$ cat src/twfra_pkg.sv
// Shared constants, widths and interface structs for the three-window free-ratio averager.
package twfra_pkg;

   // Field widths of the stream payloads
   localparam int AMT_W    = 40;              // available / total amount
   localparam int PCT_W    = 15;              // percentage, 8 fraction bits
   localparam int PCT_FULL = 25600;           // 100.0 in 7.8 fixed point

   // Window depths in samples
   localparam int SHORT_DEPTH = 2;
   localparam int MID_DEPTH   = 120;
   localparam int LONG_DEPTH  = 240;

   // Dividend of the percentage: available * 25600 needs 40 + 15 bits
   localparam int PROD_W   = AMT_W + PCT_W;
   localparam int HUND_W   = AMT_W + 7;       // available * 100
   localparam int QCNT_W   = $clog2(PCT_W + 1);

   // Running sums hold at most depth * 100.0
   localparam int SHORT_SUM_W = $clog2(SHORT_DEPTH * PCT_FULL + 1);
   localparam int MID_SUM_W   = $clog2(MID_DEPTH * PCT_FULL + 1);
   localparam int LONG_SUM_W  = $clog2(LONG_DEPTH * PCT_FULL + 1);

   localparam int SHORT_POS_W = (SHORT_DEPTH > 1) ? $clog2(SHORT_DEPTH) : 1;
   localparam int MID_POS_W   = (MID_DEPTH > 1)   ? $clog2(MID_DEPTH)   : 1;
   localparam int LONG_POS_W  = (LONG_DEPTH > 1)  ? $clog2(LONG_DEPTH)  : 1;

   // Window means by reciprocal multiplication: floor(sum / depth) = (sum * rcp) >> sh
   // with rcp = ceil(2^sh / depth); exact for every sum below 2^SUM_W
   localparam int SHORT_RCP_SH = SHORT_SUM_W + SHORT_POS_W;
   localparam int MID_RCP_SH   = MID_SUM_W + MID_POS_W;
   localparam int LONG_RCP_SH  = LONG_SUM_W + LONG_POS_W;
   localparam longint unsigned SHORT_RCP =
      ((64'd1 << SHORT_RCP_SH) + SHORT_DEPTH - 1) / SHORT_DEPTH;
   localparam longint unsigned MID_RCP =
      ((64'd1 << MID_RCP_SH) + MID_DEPTH - 1) / MID_DEPTH;
   localparam longint unsigned LONG_RCP =
      ((64'd1 << LONG_RCP_SH) + LONG_DEPTH - 1) / LONG_DEPTH;

   localparam int MEAN_OP_W   = (LONG_SUM_W > MID_SUM_W)
                              ? ((LONG_SUM_W > SHORT_SUM_W) ? LONG_SUM_W : SHORT_SUM_W)
                              : ((MID_SUM_W > SHORT_SUM_W) ? MID_SUM_W : SHORT_SUM_W);
   localparam int RCP_W       = MEAN_OP_W + 2;
   localparam int MEAN_PROD_W = MEAN_OP_W + RCP_W;

   // Stream payload widths (both already whole bytes)
   localparam int REQ_DATA_W = 2 * AMT_W;
   localparam int RSP_DATA_W = 3 * (PCT_W + 1);

   // Window selector codes
   localparam int WIN_NUM   = 3;
   localparam int WIN_IDX_W = 2;
   localparam logic [WIN_IDX_W-1:0] WIN_SHORT = 2'd0;
   localparam logic [WIN_IDX_W-1:0] WIN_MID   = 2'd1;
   localparam logic [WIN_IDX_W-1:0] WIN_LONG  = 2'd2;

   typedef struct packed {
      logic rd;   // fetch the oldest entry of every window
      logic wr;   // push the new percentage, update sums and positions
   } win_ctl_type;

   typedef struct packed {
      logic [SHORT_SUM_W-1:0] short_sum;
      logic [MID_SUM_W-1:0]   mid_sum;
      logic [LONG_SUM_W-1:0]  long_sum;
      logic                   short_full;
      logic                   mid_full;
      logic                   long_full;
   } win_sts_type;

   typedef struct packed {
      logic              start;
      logic [PROD_W-1:0] dividend;
      logic [AMT_W-1:0]  divisor;
   } div_req_type;

   typedef struct packed {
      logic             done;
      logic [PCT_W-1:0] quotient;
   } div_rsp_type;

endpackage

$ cat src/twfra_div.sv
// Restoring divider, one quotient bit per cycle, 15-bit quotient.
module twfra_div
   import twfra_pkg::*;
(
   input  logic        clock,
   input  logic        reset,
   input  div_req_type div_req,
   output div_rsp_type div_rsp
);

   logic [AMT_W-1:0]  rem_ff, rem_in;
   logic [PCT_W-1:0]  num_ff, num_in;     // dividend low bits out, quotient bits in
   logic [AMT_W-1:0]  divisor_ff, divisor_in;
   logic [QCNT_W-1:0] cnt_ff, cnt_in;
   logic              busy_ff, busy_in;
   logic              done_ff, done_in;

   logic [AMT_W:0]    partial;
   logic [AMT_W:0]    diff;
   logic              ge;

   // Trial subtract of the divisor from the shifted partial remainder
   assign partial = {rem_ff, num_ff[PCT_W-1]};
   assign ge      = partial >= {1'b0, divisor_ff};
   assign diff    = partial - {1'b0, divisor_ff};

   always_comb begin
      rem_in     = rem_ff;
      num_in     = num_ff;
      divisor_in = divisor_ff;
      cnt_in     = cnt_ff;
      busy_in    = busy_ff;
      done_in    = 1'b0;
      if (div_req.start) begin
         // caller guarantees dividend >> 15 < divisor, so 15 bits of quotient suffice
         rem_in     = div_req.dividend[PROD_W-1:PCT_W];
         num_in     = div_req.dividend[PCT_W-1:0];
         divisor_in = div_req.divisor;
         cnt_in     = QCNT_W'(PCT_W);
         busy_in    = 1'b1;
      end else if (busy_ff) begin
         rem_in  = ge ? diff[AMT_W-1:0] : partial[AMT_W-1:0];
         num_in  = {num_ff[PCT_W-2:0], ge};
         cnt_in  = cnt_ff - QCNT_W'(1);
         busy_in = (cnt_ff != QCNT_W'(1));
         done_in = (cnt_ff == QCNT_W'(1));
      end
   end

   always_ff @(posedge clock) begin
      if (reset) begin
         busy_ff <= 1'b0;
         done_ff <= 1'b0;
      end else begin
         busy_ff <= busy_in;
         done_ff <= done_in;
      end
      rem_ff     <= rem_in;
      num_ff     <= num_in;
      divisor_ff <= divisor_in;
      cnt_ff     <= cnt_in;
   end

   assign div_rsp.done     = done_ff;
   assign div_rsp.quotient = num_ff;

   // Partial remainder stays below the divisor throughout a division
   a_rem_bound: assert property (@(posedge clock) disable iff (reset)
      busy_ff |-> (rem_ff < divisor_ff))
      else $error("divider remainder out of range");

   // Done pulses once, after the unit has gone idle
   a_done_idle: assert property (@(posedge clock) disable iff (reset)
      done_ff |-> (!busy_ff && !$past(done_ff)))
      else $error("divider done while busy or repeated");

   // No new division is started on top of one in flight
   a_no_restart: assert property (@(posedge clock) disable iff (reset)
      div_req.start |-> !busy_ff)
      else $error("divider restarted while busy");

endmodule

$ cat config.mk
export PLATFORM = sky130hd
export DESIGN_NAME = twfra_div
export DESIGN_NICKNAME = d
export VERILOG_FILES = /design/src/twfra_pkg.sv /design/src/twfra_div.sv
export SDC_FILE = /design/constraint.sdc
export NUM_CORES = 1
export LEC_CHECK = 0
export ABC_AREA = 1
export BUFFER_PORTS_ARGS = -buffer_cell sky130_fd_sc_hd__buf_2
export CAP_MARGIN = 20
export CORE_MARGIN = 2
export CORE_UTILIZATION = 40
export DETAILED_ROUTE_END_ITERATION = 10
export PLACE_DENSITY = 0.66
export SLEW_MARGIN = 20
export SYNTH_ARGS = -nofsm -noshare
export SYNTH_HDL_FRONTEND = slang
export SYNTH_SLANG_ARGS = --single-unit
export TNS_END_PERCENT = 10
$ cat constraint.sdc
create_clock -name clock -period 2 [get_ports clock]
set_input_delay 0 -clock clock [delete_from_list [all_inputs] [get_ports clock]]
set_output_delay 0 -clock clock [all_outputs]
set_load 0.05 [all_outputs]
# After elaboration in Yosys (flattened, before gate mapping)
# Index checks and enable logic that the tools add are counted.
# op_classes
addsub	2
n_lt_le_gt_ge	1
n_eq_ne	2
n_mux	7
bitwise	1
reduce_logical	2
# op_table
op	n
40-bit two-way mux	3
41-bit by 40-bit greater-or-equal comparator with 1-bit output	1
40-bit subtractor	1
15-bit two-way mux	2
4-bit by 1-bit equality test with 1-bit output, second input constant	1
4-bit by 1-bit inequality test with 1-bit output, second input constant	1
4-bit by 1-bit subtractor with 4-bit output, second input constant	1
3-bit OR reduction	1
1-bit two-way mux	2
2-bit nonzero test	1
1-bit NOT	1
# totals
reg_bits	101
in_bits	98
output_inout_bits	16
wordCells	21

# Depth between registers and ports, before layout
# Gate-level depths: netlist (run 1).
# depth
ltp_word	4
mapped_depth	17

# Worst setup path before layout (run 1)
# No wires, ideal clock.
# synth_path
path_type	register to register
from	reg num_ff[14]
to	reg rem_ff[36], data pin
setup_ns	0.252
arrival_ns	2.158
slack_ns	-0.410
stages_incl_launch_ff	16
n_path_buf	0
period_less_slack_ns	2.410
path_cell_list	edfxtp_1 > inv_1 > ha_1 > inv_1 > fa_1 > nand2_1 > nand3_1 > and2_1 > nand2_1 > nand3_1 > nand2_1 > nand2_1 > nand2_1 > nand3_1 > nand2_1 > nand2_1
# synth_via
elab_chain_len	4
word_cells_on_any_way	5
classes_between	add/sub: 1; order compare: 1; mux: 3
# synth_lines
item	line	rtl
start: declaration	twfra_div.sv:12	logic [PCT_W-1:0] num_ff, num_in;
start signal: assignment	twfra_div.sv:59	num_ff <= num_in;
40-bit subtractor / 41-bit by 40-bit greater-or-equal comparator with 1-bit output (equally long branches)	twfra_div.sv:25, twfra_div.sv:24	
40-bit two-way mux (*)	twfra_div.sv:42	rem_in = ge ? diff[AMT_W-1:0] : partial[AMT_W-1:0];
40-bit two-way mux (*)	twfra_div.sv:41	end else if (busy_ff) begin
40-bit two-way mux (*)	twfra_div.sv:34	if (div_req.start) begin
via rem_in[36]	twfra_div.sv:11	logic [AMT_W-1:0] rem_ff, rem_in;
end signal: assignment	twfra_div.sv:58	rem_ff <= rem_in;
end: declaration	twfra_div.sv:11	
# Mark *: on every way through the listed nets, which the timed path passes. The rest lies on a longest branch. The select of a mux whose other input is x is not followed.
# A chain may end at the register's enable or synchronous reset.

# Worst setup path in the final report (run 1)
# layout_path
from	reg rem_ff[23]
to	reg rem_ff[35], data pin
# layout_via
elab_chain_len	4
word_cells_on_any_way	5
classes_between	add/sub: 1; order compare: 1; mux: 3
# layout_lines
item	line
40-bit subtractor / 41-bit by 40-bit greater-or-equal comparator with 1-bit output (equally long branches)	twfra_div.sv:25, twfra_div.sv:24
40-bit two-way mux (*)	twfra_div.sv:42
40-bit two-way mux (*)	twfra_div.sv:41
40-bit two-way mux (*)	twfra_div.sv:34
via rem_in[35]	twfra_div.sv:11
# Marks and branches as above.

==> results.toml, run 1 <==
[power_and_ir_drop]
p_int_w = 0.00712
leakage_nw = 6.27
power_switching_w = 0.00483
peakVddDrop_uv = 498
power_frac_comb = 0.599
p_sw_frac = 0.404
seq_power_share = 0.250
power_w = 0.0119
pwr-share-clk = 0.151
p_per_area_nw_per_um2 = 957

[cts]
cts-root-buf = "clkbuf_16"
cts_made_buffers = 9
clk_path_buf_depth = 2
htreeDepth = 3
clkSinkCount = 101
clk_latency_ns = 0.37
path_clk_slew_ns = 0.08
cts_tree = "yes"

[logic_synthesis]
synth-seq-cells = 101
synth_cell_type_count = 34
synth_area_sq_um = 7780
seq_area_frac_synth = 0.382
synth.avg_cell_area_sq_um = 6.89
syn_nets = 1271
netlist_instances = 1130
yosys_warnings = 0

[floorplan]
die_area_sq_um = 20600
rows = 51
core_sq_um = 19300
die_height_microns = 143
dieWidth_microns = 143
boundaryPins = 114
initial_core_util = 0.404

[layout]
final_cells = 1781
final_area_sq_um = 12500
layout-drive-gt1-share = 0.342
final_cell_mix = "nand2_1 (415), inv_1 (168), buf_4 (168)"
fin_nets = 1652
final_common_cell = "nand2_1"
area_delta_synth_final_pct = 60.3
diodes = 0

[sta]
setup_slack_ns = -0.304
hold_viol = 0
drv_slew = 0
slew_headroom = 0.535
worst_pin_slew_ns = 0.698
fmax_mhz = 434
fin_setup_tns_ns = -10.57
min_period_ns = 2.30
fin_skew_ns = 0.0146
final.period_utilization = 1.15
rsz0062_at_grt = "yes"
final-setup-viol-count = 41

[routing]
wire_per_inst_microns = 14.8
route.detailed.drc = 0
vias_per_cell = 4.69
drt-pass1-iter-count = 5
wl_mm = 26.3
ant_nets = 0
initialDrtViolationCount = 499
via_count = 8347

[grt]
grt_max_degree = 101
antenna_found_initial = 0
grt_pass1_vias = 8167
globalRoute.totalOverflow = 0
grt_pass1_wl_mm = 39.8
track_usage = 0.248

[critical_path]
critPathLaunchType = "flip-flop"
slowest_delay_ns = 0.44
crit_slowest_cell = "edfxtp_1"
path_cells = "ha_4, nand2_1, nand2_1, a21oi_4, a21boi_4, nand3_4, nand2_8, nand2_8, buf_12, nand2_4, nand2_1, nand2_1, nand2_1"
end_kind = "flip-flop"
crit_path_frequent_cell = "nand2_1"
critPathKind = "reg -> reg"
cp_data_required_time_ns = 2.13
r2r_slack_ns = -0.30
cp_max_fo = 6
arrival_ns = 2.44

[run_status]
violations = "negative setup slack"
status = "finished, violations left"

[placed_design]
pre_cts_ws_ns = -0.460
numPortBuffers = 113
dpl.hpwl_mm = 17.3
place_inst = 1640
place.gp.congestion = 0.972
place_area_sq_um = 9800

[min_path]
hold_path.class = "in -> reg"

[run]
maxCapViolCount = 0
[layer usage]
metal | wire [microns] | track usage | vias to the layer above
met2 | 13100 | 0.441 | 245
met5 | 0 | 0 | -
li1 | - | - | 4285
met4 | 478 | 0.0614 | 0
met1 | 11500 | 0.315 | 3782
met3 | 1250 | 0.0387 | 35
[critical path, delay by kind of cell (launching register included)]
| family | cells | cell delay [ns] |
|---|---|---|
| AOI/OAI and AO/OA | 2 | 0.42 |
| adders and majority gates | 1 | 0.29 |
| buffers and inverters | 1 | 0.17 |
| DFF | 1 | 0.44 |
| and+or+nand+nor | 9 | 0.74 |
[synthesized netlist by cell type, drive strengths merged]
library cell / number / share of area
ha: 42 / 0.068
inv: 195 / 0.094
and2: 6 / 0.0048
a21o: 1 / 0.00097
nand3b: 37 / 0.036
or2: 1 / 0.00080
nor4: 1 / 0.00080
a21oi: 27 / 0.018
edfxtp: 95 / 0.37
clkbuf: 10 / 0.0048
xnor2: 20 / 0.023
nand4: 3 / 0.0024
dfxtp: 6 / 0.015
o21bai: 2 / 0.0019
nand3: 81 / 0.053
buf: 16 / 0.016
xor2: 1 / 0.0011
nor3: 3 / 0.0019
a21boi: 1 / 0.0014
fa: 1 / 0.0026
nand2: 481 / 0.23
nor2: 85 / 0.044
a31oi: 2 / 0.0016
o21ai: 13 / 0.0084
[logic make-up (layout without fill, tap and decap cells)]
family / count (synthesis) / in the layout / share of synthesized area
adder cells (fa/ha/maj): 43 / 43 / 0.0701
AND/OR/NAND/NOR: 698 / 698 / 0.377
flip-flops: 101 / 101 / 0.382
XOR/XNOR: 21 / 21 / 0.0236
buffers and inverters: 221 / 607 / 0.114
AO/OA/AOI/OAI: 46 / 46 / 0.0326
[state kept, by name, summed over array words and instances, names as in the netlist]
name	cells
rem_ff	40
cnt_ff	4
done_ff	1
busy_ff	1
num_ff	15
divisor_ff	40
[worst paths after layout]
check                                  from             end  cells past startpoint
worst max-delay path             rem_ff[23]      rem_ff[35]                     13
worst max register to register   rem_ff[23]      rem_ff[35]                     13
worst min-delay path            div_req[95]  divisor_ff[14]                      2
worst min register to register      busy_ff       cnt_ff[1]                      1
[power by group through the flow]
stage	registers [W]	clock network [W]	logic, W
2_1_floorplan	0.00299	0	0.00312
3_3_place_gp	0.00291	0	0.00538
3_5_place_dp	0.00292	0	0.00542
4_1_cts	0.00295	0.00185	0.00607
5_1_grt	0.00301	0.00190	0.00781
6_report	0.00299	0.00180	0.00715
[timing repair]
item                       CTS  global route
gates resized for setup     68           163
hold endpoints to repair    97             0
hold buffers                96             0
setup buffers                5            19
pin swaps                   10            75
cloned                       1             4
setup endpoints to repair   41            41
[cell type report]
class	instances	area, sq um
Clock buffer	10	229
Clock inverter	6	60.1
Fill cell	1638	6800
Inverter	195	732
Multi-Input combinational cell	808	4990
Sequential cell	101	2970
Tap cell	265	332
Timing Repair Buffer	396	3160
[per-stage QoR]
step / util / hold WS [ns]
floorplan: - / 0.0771
global placement: 0.508 / 0.177
detailed placement: 0.508 / 0.178
CTS: 0.601 / 0.262
global route: 0.647 / 0.274
finish: 0.647 / 0.210
No activity file was read; power rests on OpenSTA's default activity.
==> inputs of run 2 (changes only) <==
--- a/config.mk
+++ b/config.mk
@@ -8,10 +8,14 @@
 export ABC_AREA = 1
 export BUFFER_PORTS_ARGS = -buffer_cell sky130_fd_sc_hd__buf_2
 export CAP_MARGIN = 20
+export CELL_PAD_IN_SITES_DETAIL_PLACEMENT = 1
+export CELL_PAD_IN_SITES_GLOBAL_PLACEMENT = 2
 export CORE_MARGIN = 2
-export CORE_UTILIZATION = 40
+export CORE_UTILIZATION = 29
+export CTS_CLUSTER_DIAMETER = 100
 export DETAILED_ROUTE_END_ITERATION = 10
-export PLACE_DENSITY = 0.66
+export MAX_ROUTING_LAYER = met4
+export PLACE_DENSITY = 0.81
 export SLEW_MARGIN = 20
 export SYNTH_ARGS = -nofsm -noshare
 export SYNTH_HDL_FRONTEND = slang
==> run 2 against run 1 <==
  * The run still ends with negative setup slack left
  * Total power decreased by 0.61%
  * Largest power group unchanged
  * Via count is 2.2% higher
  * Largest cell class unchanged
  * Critical path type unchanged
  * Routed wire length increased by 13%
==> results.toml, run 2 (synthesized netlist as in run 1, its figures left out) <==
[cts]
cts-root-buf = "clkbuf_16"
clk_latency_ns = 0.38
clk_path_buf_depth = 2
htreeDepth = 3
clkSinkCount = 101
cts_tree = "yes"
cts_made_buffers = 9
path_clk_slew_ns = 0.08

[layout]
final_common_cell = "nand2_1"
multi_input_area_sq_um = 4910
diodes = 0
seq_area_sq_um = 2970
final_cell_mix = "nand2_1 (422), buf_4 (185), inv_1 (182)"
utilization = 0.474
area_delta_synth_final_pct = 59.6
fin_nets = 1662
n_fill_cell = 3210
top_regs = "divisor_ff (40), rem_ff (40), num_ff (15)"
final_cells = 1861
layout-drive-gt1-share = 0.329

[sta]
drv_slew = 0
worst_pin_slew_ns = 0.608
final.period_utilization = 1.17
hold_viol = 0
slew_headroom = 0.595
final-setup-viol-count = 41
min_period_ns = 2.35
rsz0062_at_grt = "yes"
setup_slack_ns = -0.349
fmax_mhz = 426
fin_skew_ns = 0.0213

[power_and_ir_drop]
power_switching_w = 0.00490
peakVddDrop_uv = 435
pwr-share-clk = 0.153
p_sw_frac = 0.413
leakage_nw = 6.29
p_per_area_nw_per_um2 = 956
p_int_w = 0.00697
power_frac_comb = 0.596
seq_power_share = 0.251

[routing]
route.detailed.drc = 0
drt-pass1-iter-count = 5
wl_mm = 29.8
ant_nets = 0
initialDrtViolationCount = 312
vias_per_cell = 4.58
via_count = 8531
wire_per_inst_microns = 16.0

[floorplan]
core_sq_um = 26200
boundaryPins = 114
dieWidth_microns = 168
initial_core_util = 0.297
die_height_microns = 168
die_area_sq_um = 28200
rows = 59

[grt]
globalRoute.totalOverflow = 0
antenna_found_initial = 0
grt_pass1_vias = 9289
grt_pass1_wl_mm = 47.5
grt_max_degree = 55
track_usage = 0.219

[critical_path]
end_kind = "flip-flop"
cp_max_fo = 3
cp_data_required_time_ns = 2.10
critPathLaunchType = "flip-flop"
arrival_ns = 2.45
critPathKind = "reg -> reg"

[run_status]
violations = "negative setup slack"
status = "finished, violations left"

[min_path]
hold_path.class = "in -> reg"

[placed_design]
dpl.hpwl_mm = 21.8
place_inst = 1735
numPortBuffers = 113
place.gp.congestion = 0.885

[run]
maxCapViolCount = 0
run 2: cell types whose count changed in the layout (fill, tap and decap cells not counted), moves of 4 or more:
| cell | change |
|---|---|
| buf_12 | -6 |
| buf_4 | +17 |
| clkbuf_16 | -4 |
| ha_1 | +5 |
| ha_4 | -5 |
| inv_1 | +14 |
| inv_2 | -13 |
| nand2_1 | +7 |
| nand2_2 | -6 |
run 2: layout make-up:
type                       instances  area share
clock buffer                       9      0.0181
clock inverter                     7     0.00514
inverter                         195      0.0590
multi-input combinational        808       0.396
sequential                       101       0.239
tap                              335      0.0338
timing repair buffer             406       0.249
run 2: per-stage QoR:
step	worst slack (ns)	power, W	hold slack, ns	cell area, sq um	setup TNS [ns]
2_1_floorplan	-0.342	0.00610	0.0771	7790	-12.63
3_3_place_gp	-0.502	0.00860	0.177	10000	-17.07
3_5_place_dp	-0.507	0.00872	0.179	10000	-18.31
4_1_cts	-0.325	0.0114	0.305	11900	-12.15
5_1_grt	-0.477	0.0128	0.318	12400	-16.91
6_report	-0.349	0.0119	0.294	12400	-11.86
run 2: final timing paths:
kind	cells after the start	endpoint	slack (ns)	startpoint
setup reg to reg	14	rem_ff[18]	-0.35	num_ff[14]
setup / recovery	14	rem_ff[18]	-0.35	num_ff[14]
hold / removal	4	rem_ff[32]	0.29	div_req[95]
hold reg to reg	1	cnt_ff[3]	0.48	cnt_ff[3]
run 2: metal layers:
metal / vias up / GRT usage / part of all wire
met3: 33 / 0.0275 / 0.036
li1: 4292 / - / -
met5: - / - / 0
met4: 0 / 0.0499 / 0.019
met2: 164 / 0.385 / 0.50
met1: 4042 / 0.269 / 0.45
run 2: timing repair:
| action | 4_1_cts | 5_1_grt |
|---|---|---|
| setup endpoints to repair | 41 | 41 |
| cloned | 0 | 0 |
| hold endpoints to repair | 97 | 0 |
| pin swaps | 16 | 28 |
| setup buffers | 9 | 5 |
| resized for setup | 93 | 109 |
| hold buffers | 96 | 0 |
run 2: power by group through the flow:
stage	sequential (W)	combinational, W	clock [W]
after global placement	0.00292	0.00568	0
after CTS	0.00296	0.00654	0.00189
final	0.00298	0.00707	0.00181
after global routing	0.00302	0.00778	0.00195
after floorplan	0.00299	0.00312	0
after detailed placement	0.00293	0.00579	0
run 2: worst max-delay path, stage by stage (launching register included):
cell,delay (ns)
edfxtp_1,0.42
inv_2,0.10
ha_4,0.13
inv_2,0.04
fa_2,0.38
buf_6,0.14
nand3_1,0.10
nand3_2,0.14
nand2_2,0.11
nand2_2,0.06
buf_4,0.14
xnor2_2,0.10
nand2_1,0.06
nand3_1,0.07
nand2_1,0.09
==> inputs of run 3 (changes only) <==
--- a/config.mk
+++ b/config.mk
@@ -15,7 +15,7 @@
 export CTS_CLUSTER_DIAMETER = 100
 export DETAILED_ROUTE_END_ITERATION = 10
 export MAX_ROUTING_LAYER = met4
-export PLACE_DENSITY = 0.81
+export PLACE_DENSITY_LB_ADDON = 0.05
 export SLEW_MARGIN = 20
 export SYNTH_ARGS = -nofsm -noshare
 export SYNTH_HDL_FRONTEND = slang
==> constraint.sdc (replaced) <==
create_clock -name clock -period 2 [get_ports clock]
set_input_delay 0.2 -clock clock [delete_from_list [all_inputs] [get_ports clock]]
set_output_delay 0.2 -clock clock [all_outputs]
set_load 0.05 [all_outputs]
==> run 3 against run 2 <==
  * The run still ends with negative setup slack left
  * Via count down 4.6%
  * Clock skew down 0.0046 ns
  * Core utilization down 1.4 points
  * Worst hold slack worse by 0.28 ns
  * Worst setup slack worse by 0.026 ns
  * Register-to-register slack worse by 0.03 ns
  * Final cell count down 2.4%
  * Clock power up 3%
==> results.toml, run 3 (synthesized netlist as in run 1, its figures left out) <==
[run_status]
status = "finished, violations left"
violations = "negative setup slack"

[power_and_ir_drop]
p_per_area_nw_per_um2 = 996
power_switching_w = 0.00496
power_w = 0.0120
peakVddDrop_uv = 463
leakage_nw = 6.14
p_sw_frac = 0.413
power_frac_comb = 0.596
seq_power_share = 0.248
p_int_w = 0.00705
pwr-share-clk = 0.156

[routing]
ant_nets = 0
via_count = 8141
vias_per_cell = 4.48
wl_mm = 29.2
drt-pass1-iter-count = 4
route.detailed.drc = 0
initialDrtViolationCount = 255
wire_per_inst_microns = 16.1

[sta]
drv_slew = 0
fin_skew_ns = 0.0167
hold_viol = 0
rsz0062_at_grt = "yes"
final-setup-viol-count = 41
slew_headroom = 0.682
setup_slack_ns = -0.375
min_period_ns = 2.37
worst_pin_slew_ns = 0.476
fmax_mhz = 421
final.period_utilization = 1.19
fin_setup_tns_ns = -13.01
hold_ws_ns = 0.00983

[floorplan]
initial_core_util = 0.297
die_area_sq_um = 28200
core_sq_um = 26200
boundaryPins = 114
dieWidth_microns = 168
die_height_microns = 168
rows = 59

[grt]
grt_pass1_vias = 8605
antenna_found_initial = 0
grt_max_degree = 101
grt_pass1_wl_mm = 45.9
globalRoute.totalOverflow = 0
track_usage = 0.215

[critical_path]
rr_worst_depth = 14
critPathLaunchType = "flip-flop"
arrival_ns = 2.51
end_kind = "flip-flop"
path_cells = "ha_4, buf_6, nand2_4, nand2_4, nand2_2, nand3_2, a21boi_2, nand3_2, nand2_4, buf_8, buf_12, nand3b_1, nand3_1, nand2_1"
critPathKind = "reg -> reg"
cp_max_fo = 10
crit_slowest_cell = "edfxtp_1"
crit_path_frequent_cell = "nand2_4"
cp_num_buf_inv = 3
cp-startpoint = "rem_ff[17]"
r2r_slack_ns = -0.37
cp_data_required_time_ns = 2.13
worstReg2RegStart = "rem_ff[17]"
slowest_delay_ns = 0.46
timing.rr.end = "rem_ff[8]"
cp_top_family = "simple AND/OR/NAND/NOR gates"

[placed_design]
dpl.hpwl_mm = 22.1
numPortBuffers = 113
place_area_sq_um = 10100
pre_cts_ws_ns = -0.627
place.gp.congestion = 0.890

[layout]
area_delta_synth_final_pct = 55.0
final_common_cell = "nand2_1"
final_cell_mix = "nand2_1 (417), buf_4 (196), inv_1 (176)"
n_fill_cell = 3229
layout-drive-gt1-share = 0.356
top_regs = "divisor_ff (40), rem_ff (40), num_ff (15)"
fin_nets = 1618
final_area_sq_um = 12100
diodes = 0

[cts]
cts_tree = "yes"
clk_latency_ns = 0.38
clkSinkCount = 101
cts-root-buf = "clkbuf_16"
path_clk_slew_ns = 0.09
clk_path_buf_depth = 2
htreeDepth = 3
cts_made_buffers = 9

[min_path]
whs_path_depth = 1
hp-start = "div_req[3]"
min_to = "divisor_ff[3]"
hold_path.class = "in -> reg"

[run]
maxCapViolCount = 0
## run 3: cell types whose count changed in the layout (fill, tap and decap cells not counted), moves of 5 or more
cell,before,now
buf_6,8,3
inv_2,13,19
buf_4,185,196
dlygate4sd3_1,96,36
nor2_4,8,13
nand2_1,422,417
buf_12,3,11
inv_1,182,176
nand3_4,7,2
## run 3: repair_timing
action | 4_1_cts | 5_1_grt
setup endpoints to repair | 41 | 41
gates resized for setup | 111 | 98
buffers inserted | 6 | 20
pin swaps | 18 | 53
hold endpoints to repair | 36 | 0
hold buffers | 36 | 0
gates cloned | 1 | 2
## run 3: cell type report
type,count,area (sq um),share of cell area
Inverter,195,732,0.0607
Multi-Input combinational cell,808,4900,0.407
Clock inverter,6,62.6,0.00519
Timing Repair Buffer,362,2740,0.227
Tap cell,335,419,0.0348
Clock buffer,10,229,0.0190
Sequential cell,101,2970,0.247
## run 3: stage by stage
step | cells | util
floorplan | 1130 | -
global placement | 1736 | 0.384
detailed placement | 1736 | 0.384
CTS | 1795 | 0.437
global route | 1817 | 0.460
finish | 1817 | 0.460
## run 3: how the worst max path moves through the flow
stage                     slack, ns    endpoint  depth (start not counted)
after floorplan               -0.34  rem_ff[36]                         15
after global placement        -0.59  rem_ff[26]                         13
after detailed placement      -0.63  rem_ff[25]                         13
after CTS                     -0.38  rem_ff[38]                         14
after global routing          -0.48  rem_ff[29]                         16
final                         -0.37   rem_ff[8]                         14
## run 3: per-layer routing
metal  up-vias  global-route usage  routed length [microns]
li1       4214                   -                        -
met5         -                   -                        0
met1      3789               0.274                    13800
met3        20              0.0259                      728
met2       118               0.368                    14300
met4         0              0.0450                      337
## run 3: power groups by stage
stage / combinational, W / clock (W) / sequential (W)
finish: 0.00716 / 0.00187 / 0.00298
global route: 0.00793 / 0.00201 / 0.00301
CTS: 0.00661 / 0.00195 / 0.00296
detailed placement: 0.00585 / 0 / 0.00292
global placement: 0.00577 / 0 / 0.00292
floorplan: 0.00311 / 0 / 0.00299
## run 3: worst reg2reg max path: cells and delay by family, from the launching register on
family	cells	cell delay, ns
AO/OA/AOI/OAI	1	0.18
flip-flops	1	0.46
adder cells (fa/ha/maj)	1	0.28
buffers and inverters	3	0.42
AND/OR/NAND/NOR	9	0.81
